[src/pfe_pkg.sv]
// Types, constants and small coordinate helpers of the Playfair encoder.
// Depends on nothing; used by the interfaces and the top level.
`default_nettype none

package pfe_pkg;

   localparam int NumLetters = 26;
   localparam int Side       = 5;
   localparam int Cells      = 25;
   localparam int SideLast   = 4;

   typedef logic [4:0] letter_type;
   typedef logic [4:0] cell_type;
   typedef logic [2:0] coord_type;

   localparam letter_type LetterV = 5'd21;
   localparam letter_type LetterW = 5'd22;
   localparam letter_type LetterX = 5'd23;

   typedef enum logic [1:0] {
      ACT_KEY    = 2'd0,
      ACT_FINISH = 2'd1,
      ACT_TEXT   = 2'd2,
      ACT_END    = 2'd3
   } action_type;

   function automatic coord_type cell_row(cell_type p);
      coord_type r;
      if (p >= 5'd20) begin
         r = 3'd4;
      end else if (p >= 5'd15) begin
         r = 3'd3;
      end else if (p >= 5'd10) begin
         r = 3'd2;
      end else if (p >= 5'd5) begin
         r = 3'd1;
      end else begin
         r = 3'd0;
      end
      return r;
   endfunction

   function automatic cell_type cell_index(coord_type r, coord_type c);
      return 5'(5'(r) * 5'(Side) + 5'(c));
   endfunction

   function automatic coord_type cell_col(cell_type p);
      cell_type base;
      base = cell_index(cell_row(p), 3'd0);
      return 3'(p - base);
   endfunction

   function automatic coord_type step_coord(coord_type x);
      return (x == 3'(SideLast)) ? 3'd0 : 3'(x + 3'd1);
   endfunction

endpackage

`default_nettype wire

[src/pfe_req_if.sv]
// Input channel of the Playfair encoder: valid, ready and one action item.
// Depends on pfe_pkg for the field types.
`default_nettype none

interface pfe_req_if;
   logic                valid;
   logic                ready;
   logic [1:0]          action;
   pfe_pkg::letter_type letter;

   modport source (output valid, output action, output letter, input ready);
   modport sink   (input valid, input action, input letter, output ready);
endinterface

`default_nettype wire

[src/pfe_rsp_if.sv]
// Result channel of the Playfair encoder: valid, ready, one cipher letter and last.
// Depends on pfe_pkg for the field types.
`default_nettype none

interface pfe_rsp_if;
   logic                valid;
   logic                ready;
   pfe_pkg::letter_type cipher_letter;
   logic                last;

   modport source (output valid, output cipher_letter, output last, input ready);
   modport sink   (input valid, input cipher_letter, input last, output ready);
endinterface

`default_nettype wire

[src/playfair_cipher_encoder_core.sv]
// Playfair encoder top level: key loading, square fill and pair encoding.
// Depends on pfe_pkg, pfe_req_if, pfe_rsp_if and pfe_ram.
//
// Items arrive on req_ch (action, letter) and cipher letters leave on rsp_ch;
// each transfer happens when valid and ready are both high. A finish-key item
// walks the alphabet once, one letter a cycle, so req_ch.ready stays low
// until the walk is done. A text letter that closes a pair, or an end of text
// that pads an open pair with X, passes through PLA, PLB, PLC, SQ1, WR1, SQ2
// and WR2: two reads of the letter-place memory and two reads of the square
// memory, each through its single registered read port. The first cipher
// letter is loaded into the result register in WR1 and the second, marked
// by last, in WR2. One result register sits on rsp_ch; while the receiver
// holds ready low, the sequencer in WR1 or WR2 waits there with that register
// full and req_ch.ready low. Synchronous reset clears the letter-used flags,
// the fill count, the key and pair status and the result register; the
// memories are not cleared.
`default_nettype none

module playfair_cipher_encoder_core (
   input  wire logic clock,
   input  wire logic reset,
   pfe_req_if.sink   req_ch,
   pfe_rsp_if.source rsp_ch
);

   typedef enum logic [8:0] {
      ST_IDLE = 9'b000000001,
      ST_FILL = 9'b000000010,
      ST_PLA  = 9'b000000100,
      ST_PLB  = 9'b000001000,
      ST_PLC  = 9'b000010000,
      ST_SQ1  = 9'b000100000,
      ST_WR1  = 9'b001000000,
      ST_SQ2  = 9'b010000000,
      ST_WR2  = 9'b100000000
   } state_type;

   state_type           state_ff, state_in;
   logic [25:0]         used_ff, used_in;
   logic [4:0]          fill_ff, fill_in;
   logic                key_done_ff, key_done_in;
   pfe_pkg::letter_type pend_letter_ff, pend_letter_in;
   logic                pend_valid_ff, pend_valid_in;
   pfe_pkg::letter_type second_ff, second_in;
   pfe_pkg::letter_type scan_ff, scan_in;
   pfe_pkg::cell_type   pa_ff, pa_in;
   pfe_pkg::cell_type   addr1_ff, addr1_in;
   pfe_pkg::cell_type   addr2_ff, addr2_in;
   logic                rsp_valid_ff, rsp_valid_in;
   pfe_pkg::letter_type rsp_letter_ff, rsp_letter_in;
   logic                rsp_last_ff, rsp_last_in;

   pfe_pkg::letter_type in_letter;
   logic                req_xfer;
   logic                in_range;
   logic                place_req;
   logic                place_en;
   pfe_pkg::letter_type place_letter;
   logic                slot_free;
   pfe_pkg::letter_type lp_rd_addr;
   pfe_pkg::cell_type   lp_rd_data;
   pfe_pkg::cell_type   sq_rd_addr;
   pfe_pkg::letter_type sq_rd_data;
   pfe_pkg::coord_type  r1, c1, r2, c2;

   assign in_letter = (req_ch.letter == pfe_pkg::LetterW) ? pfe_pkg::LetterV : req_ch.letter;
   assign in_range  = (in_letter < 5'(pfe_pkg::NumLetters));
   assign req_ch.ready = (state_ff == ST_IDLE);
   assign req_xfer  = req_ch.valid && req_ch.ready;
   assign slot_free = !rsp_valid_ff || rsp_ch.ready;

   assign place_letter = (state_ff == ST_FILL) ? scan_ff : in_letter;
   assign place_req = (req_xfer && (req_ch.action == pfe_pkg::ACT_KEY) && !key_done_ff
                       && in_range)
                   || ((state_ff == ST_FILL) && (scan_ff != pfe_pkg::LetterW));
   assign place_en  = place_req && !used_ff[place_letter] && (fill_ff < 5'(pfe_pkg::Cells));

   assign lp_rd_addr = (state_ff == ST_PLA) ? pend_letter_ff : second_ff;
   assign sq_rd_addr = ((state_ff == ST_SQ1) || (state_ff == ST_WR1)) ? addr1_ff : addr2_ff;

   assign r1 = pfe_pkg::cell_row(pa_ff);
   assign c1 = pfe_pkg::cell_col(pa_ff);
   assign r2 = pfe_pkg::cell_row(lp_rd_data);
   assign c2 = pfe_pkg::cell_col(lp_rd_data);

   pfe_ram #(
      .Width (5),
      .Depth (pfe_pkg::Cells)
   ) u_square_ram (
      .clock   (clock),
      .wr_en   (place_en),
      .wr_addr (fill_ff),
      .wr_data (place_letter),
      .rd_addr (sq_rd_addr),
      .rd_data (sq_rd_data)
   );

   pfe_ram #(
      .Width (5),
      .Depth (pfe_pkg::NumLetters)
   ) u_place_ram (
      .clock   (clock),
      .wr_en   (place_en),
      .wr_addr (place_letter),
      .wr_data (fill_ff),
      .rd_addr (lp_rd_addr),
      .rd_data (lp_rd_data)
   );

   always_comb begin
      state_in       = state_ff;
      used_in        = used_ff;
      fill_in        = fill_ff;
      key_done_in    = key_done_ff;
      pend_letter_in = pend_letter_ff;
      pend_valid_in  = pend_valid_ff;
      second_in      = second_ff;
      scan_in        = scan_ff;
      pa_in          = pa_ff;
      addr1_in       = addr1_ff;
      addr2_in       = addr2_ff;
      rsp_valid_in   = rsp_valid_ff && !rsp_ch.ready;
      rsp_letter_in  = rsp_letter_ff;
      rsp_last_in    = rsp_last_ff;

      if (place_en) begin
         used_in[place_letter] = 1'b1;
         fill_in = 5'(fill_ff + 5'd1);
      end

      case (state_ff)
         ST_IDLE: begin
            if (req_xfer) begin
               case (req_ch.action)
                  pfe_pkg::ACT_FINISH: begin
                     if (!key_done_ff) begin
                        scan_in  = '0;
                        state_in = ST_FILL;
                     end
                  end
                  pfe_pkg::ACT_TEXT: begin
                     if (key_done_ff && in_range) begin
                        if (!pend_valid_ff) begin
                           pend_letter_in = in_letter;
                           pend_valid_in  = 1'b1;
                        end else begin
                           second_in     = in_letter;
                           pend_valid_in = 1'b0;
                           state_in      = ST_PLA;
                        end
                     end
                  end
                  pfe_pkg::ACT_END: begin
                     if (key_done_ff && pend_valid_ff) begin
                        second_in     = pfe_pkg::LetterX;
                        pend_valid_in = 1'b0;
                        state_in      = ST_PLA;
                     end
                  end
                  default: begin
                  end
               endcase
            end
         end
         ST_FILL: begin
            scan_in = 5'(scan_ff + 5'd1);
            if (scan_ff == 5'(pfe_pkg::NumLetters - 1)) begin
               key_done_in = 1'b1;
               state_in    = ST_IDLE;
            end
         end
         ST_PLA: begin
            state_in = ST_PLB;
         end
         ST_PLB: begin
            pa_in    = lp_rd_data;
            state_in = ST_PLC;
         end
         ST_PLC: begin
            if (r1 == r2) begin
               addr1_in = pfe_pkg::cell_index(r1, pfe_pkg::step_coord(c1));
               addr2_in = pfe_pkg::cell_index(r2, pfe_pkg::step_coord(c2));
            end else if (c1 == c2) begin
               addr1_in = pfe_pkg::cell_index(pfe_pkg::step_coord(r1), c1);
               addr2_in = pfe_pkg::cell_index(pfe_pkg::step_coord(r2), c2);
            end else begin
               addr1_in = pfe_pkg::cell_index(r1, c2);
               addr2_in = pfe_pkg::cell_index(r2, c1);
            end
            state_in = ST_SQ1;
         end
         ST_SQ1: begin
            state_in = ST_WR1;
         end
         ST_WR1: begin
            if (slot_free) begin
               rsp_valid_in  = 1'b1;
               rsp_letter_in = sq_rd_data;
               rsp_last_in   = 1'b0;
               state_in      = ST_SQ2;
            end
         end
         ST_SQ2: begin
            state_in = ST_WR2;
         end
         ST_WR2: begin
            if (slot_free) begin
               rsp_valid_in  = 1'b1;
               rsp_letter_in = sq_rd_data;
               rsp_last_in   = 1'b1;
               state_in      = ST_IDLE;
            end
         end
         default: begin
            state_in = ST_IDLE;
         end
      endcase
   end

   always_ff @(posedge clock) begin
      if (reset) begin
         state_ff      <= ST_IDLE;
         used_ff       <= '0;
         fill_ff       <= '0;
         key_done_ff   <= 1'b0;
         pend_valid_ff <= 1'b0;
         rsp_valid_ff  <= 1'b0;
      end else begin
         state_ff      <= state_in;
         used_ff       <= used_in;
         fill_ff       <= fill_in;
         key_done_ff   <= key_done_in;
         pend_valid_ff <= pend_valid_in;
         rsp_valid_ff  <= rsp_valid_in;
      end
   end

   always_ff @(posedge clock) begin
      pend_letter_ff <= pend_letter_in;
      second_ff      <= second_in;
      scan_ff        <= scan_in;
      pa_ff          <= pa_in;
      addr1_ff       <= addr1_in;
      addr2_ff       <= addr2_in;
      rsp_letter_ff  <= rsp_letter_in;
      rsp_last_ff    <= rsp_last_in;
   end

   assign rsp_ch.valid         = rsp_valid_ff;
   assign rsp_ch.cipher_letter = rsp_letter_ff;
   assign rsp_ch.last          = rsp_last_ff;

endmodule

`default_nettype wire

[src/pfe_ram.sv]
// Generic single-write, single-read memory with a registered read port.
// Standalone; instantiated by the Playfair encoder top level.
`default_nettype none

module pfe_ram #(
   parameter int Width = 5,
   parameter int Depth = 25
) (
   input  wire logic                     clock,
   input  wire logic                     wr_en,
   input  wire logic [$clog2(Depth)-1:0] wr_addr,
   input  wire logic [Width-1:0]         wr_data,
   input  wire logic [$clog2(Depth)-1:0] rd_addr,
   output logic [Width-1:0]              rd_data
);

   logic [Width-1:0] mem_ff [Depth];
   logic [Width-1:0] rd_data_ff;

   always_ff @(posedge clock) begin
      if (wr_en) begin
         mem_ff[wr_addr] <= wr_data;
      end
      rd_data_ff <= mem_ff[rd_addr];
   end

   assign rd_data = rd_data_ff;

endmodule

`default_nettype wire

[src/flat_wrapper.sv]
// flat-port wrapper written by rule: the top's interface ports become plain ports
module playfair_cipher_encoder_core_flat 
  (clock, reset, req_ch_valid, req_ch_action, req_ch_letter, req_ch_ready, rsp_ch_valid, rsp_ch_cipher_letter, rsp_ch_last, rsp_ch_ready);
  pfe_req_if req_ch_i ();
  pfe_rsp_if rsp_ch_i ();
  input  wire logic clock;
  input  wire logic reset;
  input wire logic [$bits(req_ch_i.valid)-1:0] req_ch_valid;
  input wire logic [$bits(req_ch_i.action)-1:0] req_ch_action;
  input wire logic [$bits(req_ch_i.letter)-1:0] req_ch_letter;
  output wire logic [$bits(req_ch_i.ready)-1:0] req_ch_ready;
  output wire logic [$bits(rsp_ch_i.valid)-1:0] rsp_ch_valid;
  output wire logic [$bits(rsp_ch_i.cipher_letter)-1:0] rsp_ch_cipher_letter;
  output wire logic [$bits(rsp_ch_i.last)-1:0] rsp_ch_last;
  input wire logic [$bits(rsp_ch_i.ready)-1:0] rsp_ch_ready;
  assign req_ch_i.valid = req_ch_valid;
  assign req_ch_i.action = req_ch_action;
  assign req_ch_i.letter = req_ch_letter;
  assign req_ch_ready = req_ch_i.ready;
  assign rsp_ch_valid = rsp_ch_i.valid;
  assign rsp_ch_cipher_letter = rsp_ch_i.cipher_letter;
  assign rsp_ch_last = rsp_ch_i.last;
  assign rsp_ch_i.ready = rsp_ch_ready;
  playfair_cipher_encoder_core u_core (.clock(clock), .reset(reset), .req_ch(req_ch_i), .rsp_ch(rsp_ch_i));
endmodule
[config.mk]
export PLATFORM = sky130hd
export DESIGN_NAME = playfair_cipher_encoder_core_flat
export DESIGN_NICKNAME = d
export VERILOG_FILES = /design/src/pfe_pkg.sv /design/src/pfe_req_if.sv /design/src/pfe_rsp_if.sv /design/src/playfair_cipher_encoder_core.sv /design/src/pfe_ram.sv /design/src/flat_wrapper.sv
export SDC_FILE = /design/constraint.sdc
export NUM_CORES = 1
export LEC_CHECK = 0
export ABC_AREA = 1
export BUFFER_PORTS_ARGS = -buffer_cell sky130_fd_sc_hd__buf_4
export CORE_MARGIN = 4
export CORE_UTILIZATION = 30
export DETAILED_ROUTE_END_ITERATION = 8
export SYNTH_ARGS = -nofsm -noshare
export SYNTH_HDL_FRONTEND = slang
export SYNTH_SLANG_ARGS = --single-unit
[constraint.sdc]
create_clock -name clock -period 9.3 [get_ports clock]
set_input_delay 1.395 -clock clock [delete_from_list [all_inputs] [get_ports clock]]
set_output_delay 1.395 -clock clock [all_outputs]
set_load 0.05 [all_outputs]
======== Yosys cells after proc, flatten, opt, wreduce, memory -nomap -nowiden ========
Memory sizes are Yosys's and may differ from the RTL's. A register that Yosys moved wholly into a read port is not among the register bits.
Cells that the tools add are included.
word-level totals
  input bits .............................. 11
  memories kept ........................... 2
  register bits ........................... 79
  word-level logic and storage cells ...... 167
  bits in writable memories ............... 255
  output and inout bits ................... 8
memory list
  name                        depth  width  rd ports  clocked after memory_dff  wr ports  RTL line       RTL
  u_core.u_place_ram.mem_ff   26     5      1         1                         1         pfe_ram.sv:17  logic [Width-1:0] mem_ff [Depth];
  u_core.u_square_ram.mem_ff  25     5      1         1                         1         pfe_ram.sv:17
cells by class
  bitwise logic cells ..................... 2
  mux-type cells .......................... 53
  reductions and logical operators ........ 31
  add/subtract/negate cells ............... 14
  $lt $le $gt $ge ......................... 12
  equal/unequal tests ..................... 35
  multiply operators ...................... 4
operators with widths
  cell                 number
  $pmux 9 s9           1
  $mux 9               8
  $mux 5               14
  $add 5x3->5          6
  $mux 3               10
  $pmux 9 s3           1
  $or 26x26->26        1
  $ge 5x4->1 const B   4
  $mul 3x3->5 const B  4
  $pmux 5 s2           2
  $mux 1               13
  $add 3x1->3 const B  4
  $eq 3x3->1 const B   4
  $ne 3x3->1 const B   4
  $logic_and 1x1->1    11
  $add 5x1->5 const B  2
  $eq 5x5->1 const B   2
  $ge 5x3->1 const B   2
  $ge 5x5->1 const B   2
  $lt 5x5->1 const B   2
  $ne 2x1->1 const B   5
  $reduce_and 5->1     2
  $eq 9x1->1 const B   1
  $eq 9x2->1 const B   1
  30 further kinds     45

======== Longest topological paths before layout ========
  word-level depth ........................ 11
  gate-level depth with buffers ........... 22
  depth with buffers taken out ............ 22

======== Cells and area by module ========
Synthesis repeated with hierarchy kept, for this count alone.
unflattened totals
  cell total of the unflattened synthesis .. 1,747
  area total of the unflattened synthesis .. 16,646.0 sq um
modules (own cells, without submodules)
  module                         area an instance (sq um)  cells an instance  instances  seq. area each (sq um)
  pfe_ram (u_core.u_place_ram)   5,662.9                   516                1          4,003.8
  pfe_ram (u_core.u_square_ram)  5,556.6                   528                1          3,853.7
  playfair_cipher_encoder_core   5,426.5                   703                1          1,941.9

======== Worst setup path before layout ========
OpenSTA, ideal clock, no wires.
  path type ............................... flip-flop to flip-flop
  from .................................... register u_core.pa_ff[2]
  to ...................................... register u_core.addr1_ff[4], data pin
  stages on the path, launching flop included .. 15
  period minus slack after synthesis ...... 3.962 ns
  buffers on the path ..................... 0
  setup slack ............................. 5.338 ns
  setup time .............................. 0.261 ns
  data required time ...................... 9.039 ns
  data arrival time ....................... 3.702 ns
  path through ............................ edfxtp_1 -> o21ai_0 -> inv_1 -> nor2_1 -> inv_1 -> fa_1 -> xnor2_1 -> xor2_1 -> ha_1 -> ha_1 -> a21o_1 -> a21oi_1 -> xor2_1 -> o21ai_0 -> o21ai_0
on the way
  cells in the longest elaborated chain, start to end .. 11
  elaborated cells on any way between the ends .. 24
  those cells by class .................... 6 x add/sub; 2 x mul; 4 x order compare; 4 x eq/ne; 8 x mux
RTL lines
  what                                   RTL line                                            RTL
  start, declared                        playfair_cipher_encoder_core.sv:46                  pfe_pkg::cell_type pa_ff, pa_in;
  start signal, assigned                 playfair_cipher_encoder_core.sv:242                 pa_ff <= pa_in;
  $ge 5x3->1                             pfe_pkg.sv:35                                       end else if (p >= 5'd5) begin
  $mux 1                                 pfe_pkg.sv:35
  $mux 3                                 pfe_pkg.sv:33                                       end else if (p >= 5'd10) begin
  $mux 3                                 pfe_pkg.sv:31                                       end else if (p >= 5'd15) begin
  $mux 3                                 pfe_pkg.sv:29                                       if (p >= 5'd20) begin
  $mul 3x3->5 (tied with other cells)    pfe_pkg.sv:44                                       return 5'(5'(r) * 5'(Side) + 5'(c));
  $sub 3x3->3 or $mux 3 (tied branches)  pfe_pkg.sv:50, pfe_pkg.sv:54
  $add 3x1->3 (tied with other cells)    pfe_pkg.sv:54                                       return (x == 3'(SideLast)) ? 3'd0 : 3'(x + 3'd1);
  $mux 3 or $add 5x3->5 (tied branches)  pfe_pkg.sv:54, pfe_pkg.sv:44
  $add 5x3->5 or $mux 5 (tied branches)  pfe_pkg.sv:44, playfair_cipher_encoder_core.sv:183
  $mux 5 (*)                             playfair_cipher_encoder_core.sv:180                 if (r1 == r2) begin
  end signal, assigned                   playfair_cipher_encoder_core.sv:243                 addr1_ff <= addr1_in;
  end, declared                          playfair_cipher_encoder_core.sv:47                  pfe_pkg::cell_type addr1_ff, addr1_in;
Every way passes the cells marked *; elsewhere a longest branch is shown, timed or not.
A chain may end at the register's enable or synchronous reset.

======== Worst setup path after layout ========
  from .................................... input req_ch_letter[3]
  to ...................................... memory u_core.u_place_ram.mem_ff[22][4] (enable)
on the way
  cells in the longest elaborated chain, start to end .. 10
  elaborated cells on any way between the ends .. 13
  those cells by class .................... 1 x order compare; 1 x eq/ne; 6 x mux; 5 x reduce/logical
RTL lines
  what                              RTL line                            RTL
  start, declared                   flat_wrapper.sv:10                  input wire logic [$bits(req_ch_i.letter)-1:0] req_ch_letter;
  $eq 5x5->1 (*)                    playfair_cipher_encoder_core.sv:66  assign in_letter = (req_ch.letter == pfe_pkg::LetterW) ? pfe_pkg::LetterV : req_ch.letter;
  $mux 5 (*)                        playfair_cipher_encoder_core.sv:66
  $mux 5 (*)                        playfair_cipher_encoder_core.sv:72  assign place_letter = (state_ff == ST_FILL) ? scan_ff : in_letter;
  named net u_core.place_letter[1]  playfair_cipher_encoder_core.sv:58  pfe_pkg::letter_type place_letter;
  $bmux 1 s5                        playfair_cipher_encoder_core.sv:76  assign place_en = place_req && !used_ff[place_letter] && (fill_ff < 5'(pfe_pkg::Cells));
  $mux 1 (implied by the code)      playfair_cipher_encoder_core.sv:76
  $logic_not 1->1                   playfair_cipher_encoder_core.sv:76
  $logic_and 1x1->1 (2 in series)   playfair_cipher_encoder_core.sv:76
  $mux 1                            pfe_ram.sv:21                       if (wr_en) begin
  $mux 1 (implied by the code)      pfe_ram.sv:22                       mem_ff[wr_addr] <= wr_data;
  end, declared                     pfe_ram.sv:17
The timed path passes the listed nets; every way through them passes the cells marked *. The select of a mux whose other input is x is not followed.

==> metrics.yaml <==
sta:
  finalHoldViolations: 0
  period_minus_slack_ps: 4902
  max_slew_margin: 0.1677
  worst_pin_slew_ps: 1244
  rsz0062_at_grt: "false"
  slew_violations: 0
  finalSetupTns_ps: 0
  skew_ps: 20.87
  fmax_mhz: 204.0
  fin_ws_ps: 4398
  timing.final.crit_share: 0.5271
  setup_viol: 0
setup_path:
  cp-startpoint: "req_ch_letter[3]"
  reg2regPathDepth: 14
  start_kind: "primary input"
  required_ps: 9500
  cp_data_arrival_time_ps: 5100
  crit_fanout: 35
  r2r-start: "u_core.pa_ff[2]"
  endpoint_kind: "flop"
  critical_path_class: "primary input to flop"
  reg2reg_slack_ps: 4420
floorplan:
  initial_core_util: 0.3042
  coreArea_sq_um: 54030
  die_w_um: 242.1
  dieArea_sq_um: 58590
  rows: 85
  die_y_um: 242.1
  ios: 19
route:
  drc: 0
  routed_wl_um: 38860
  wl_per_cell_um: 16.27
  drt_iter0_markers: 768
  via_count: 11524
  dr.pass1.iters: 5
  ant_nets: 0
  viasPerCell: 4.824
layout:
  regArea_sq_um: 9799
  multi_input_area_sq_um: 5737
  diodes: 0
  n_fill_cell: 5426
  synthToLayoutAreaGrowth_pct: 12.74
  drive_gt1_frac: 0.1016
  nNetsFinal: 1723
  post-route-util: 0.3429
  final_cell_area_sq_um: 18530
synthesis:
  synthArstFlopShare: 0
  ys.flop_type: "edfxtp_1"
  netlist_instances: 1660
  ys_seq_elements: 344
  synth_top_area_cell: "edfxtp_1"
  synth_edf_count: 291
  synth_area_leaders: "edfxtp_1, nand2_1, dfxtp_1"
  ys_seq_area_frac: 0.5963
  avgSynthCellArea_sq_um: 9.900
  yosysUniqueCellTypes: 44
  synth_warnings: 0
  yosys.area.top_type_share: 0.5317
  synth_area_sq_um: 16430
  synth_fp_nets: 1720
grt:
  grt-ovfl-total: 0
  grt_start_max_net_pins: 74
  grt.busiest_layer: "met2"
  grt_use_met2: 0.2208
  use_met3: 0.02335
  antenna_found_initial: 0
  grt_pass1_vias: 11447
  grt_usage: 0.1296
  gr-usage-met1: 0.1694
  grt_pass1_wl_um: 61620
clock_tree:
  cts_sinks: 344
  clock-root-buffer: "clkbuf_16"
  cts_setup_buffers: 0
  clk_path_buf_depth: 3
  tritoncts: "built"
  htree_levels: 2
  holdBufCountCts: 0
  clkTransAtPathRegs_ps: 60
  cts-resized-gates: 0
  insertion_delay_ps: 570
  cts_inserted_buffers: 38
placement:
  placed_area_sq_um: 17250
  post-place-ws_ps: 3833
  dp_hpwl_um: 25390
  gp_congestion: 0.8761
  port_buffers: 18
power:
  pwr-share-comb: 0.233
  switching_share: 0.3164
  leakage_nw: 7.379
  p_sw_mw: 1.369
  p_total_mw: 4.328
  clockPowerShare: 0.349
  p_int_mw: 2.959
  power.density_nw_per_um2: 233.6
  peakVddDrop_uv: 142.4
  p_seq_frac: 0.417
min_path:
  hp-class: "flop to flop"
  worstHoldPathCells: 0
  hold_start: "u_core.u_square_ram.rd_data[4]"
outcome:
  status: "finished, final reports clean"
run:
  drv_cap: 0
sequential cells by signal (all words and copies together), names as in the netlist, 9 cells and up:
| name | count |
|---|---|
| u_core.state_ff | 9 |
| u_core.u_place_ram.mem_ff | 130 |
| u_core.u_square_ram.mem_ff | 125 |
| u_core.used_ff | 26 |
critical path, cell delays in order:
cell and delay [ps]:
buf_4 120, inv_1 60, nand3_1 80, o21ai_0 320, nand2_1 120, o21ai_2 240, inv_2 430, nand2_1 170
nand2_1 70, nand2_1 50, nand2_1 80, nor2_4 650, nand4_1 690, nor2_1 590
cells in the mapped netlist, types with 40 or more instances:
master,n
a21oi_1,51
clkbuf_1,40
dfxtp_1,53
edfxtp_1,291
ha_1,41
inv_1,152
nand2_1,397
nand3_1,168
nor2_1,125
o211ai_1,60
o21ai_0,77
or2_2,48
layout make-up:
class | count | share of cell area
Clock inverter | 24 | 0.01371
Inverter | 160 | 0.03262
Tap cell | 696 | 0.04700
Sequential cell | 344 | 0.5289
Timing Repair Buffer | 32 | 0.01297
Clock buffer | 46 | 0.05517
Multi-Input combinational cell | 1087 | 0.3096
per-stage QoR:
| stage | std cells | hold slack (ps) |
|---|---|---|
| after global placement | 2319 | 387.9 |
| after detailed placement | 2319 | 390.6 |
| after global routing | 2389 | 409.6 |
| after floorplan | 1660 | 385.5 |
| after CTS | 2389 | 404.3 |
| final | 2389 | 402.3 |
kinds of logic (layout without fill, tap and decap cells):
| kind of cell | after synthesis | in the layout | synth area share |
|---|---|---|---|
| buf+inv | 229 | 262 | 0.05619 |
| fa+ha+maj | 49 | 49 | 0.04096 |
| xor+xnor | 20 | 20 | 0.01066 |
| simple gates | 781 | 781 | 0.2066 |
| flops | 344 | 344 | 0.5963 |
| compound gates | 237 | 237 | 0.08930 |
routing by layer:
metal / vias up / wire length, um
met5: - / 0
met4: 0 / 940
met3: 67 / 2074
met2: 303 / 18610
met1: 5490 / 17240
li1: 5664 / -
power groups by stage:
| stage | clock (mW) | combinational (mW) | sequential [mW] |
|---|---|---|---|
| floorplan | 0 | 0.722 | 1.85 |
| global placement | 0 | 0.995 | 1.84 |
| CTS | 1.55 | 1.02 | 1.81 |
| global route | 1.62 | 1.15 | 1.81 |
| finish | 1.51 | 1.01 | 1.81 |
| detailed placement | 0 | 1.01 | 1.84 |
placed cells by master (no fill, tap or decap), types with 4 or more instances in the layout:
| cell | n |
|---|---|
| nand2_2 | 8 |
| nor3_1 | 13 |
| clkbuf_1 | 5 |
| inv_2 | 4 |
| o21ai_0 | 75 |
| buf_4 | 32 |
| a21o_1 | 4 |
| xnor2_1 | 5 |
| o21bai_1 | 29 |
| clkinvlp_4 | 4 |
| nor2_1 | 125 |
| nand2_1 | 396 |
| ha_1 | 41 |
| clkbuf_16 | 39 |
| inv_1 | 152 |
| dfxtp_1 | 53 |
| xor2_1 | 15 |
| edfxtp_1 | 291 |
| nand3_1 | 168 |
| o211ai_1 | 60 |
| o21ai_2 | 4 |
| clkinv_2 | 8 |
| nand4_1 | 9 |
| or2_2 | 48 |
| clkinv_1 | 7 |
| fa_1 | 8 |
| a21oi_1 | 51 |
path summary, 6_finish.rpt:
kind / end
worst max-delay path: u_core.u_place_ram.mem_ff[22][4]
worst min-delay path: u_core.rsp_ch.cipher_letter[4]
worst max register to register: u_core.addr1_ff[4]
worst min register to register: u_core.rsp_ch.cipher_letter[4]
Note: power is estimated with default switching activity, not from simulation.
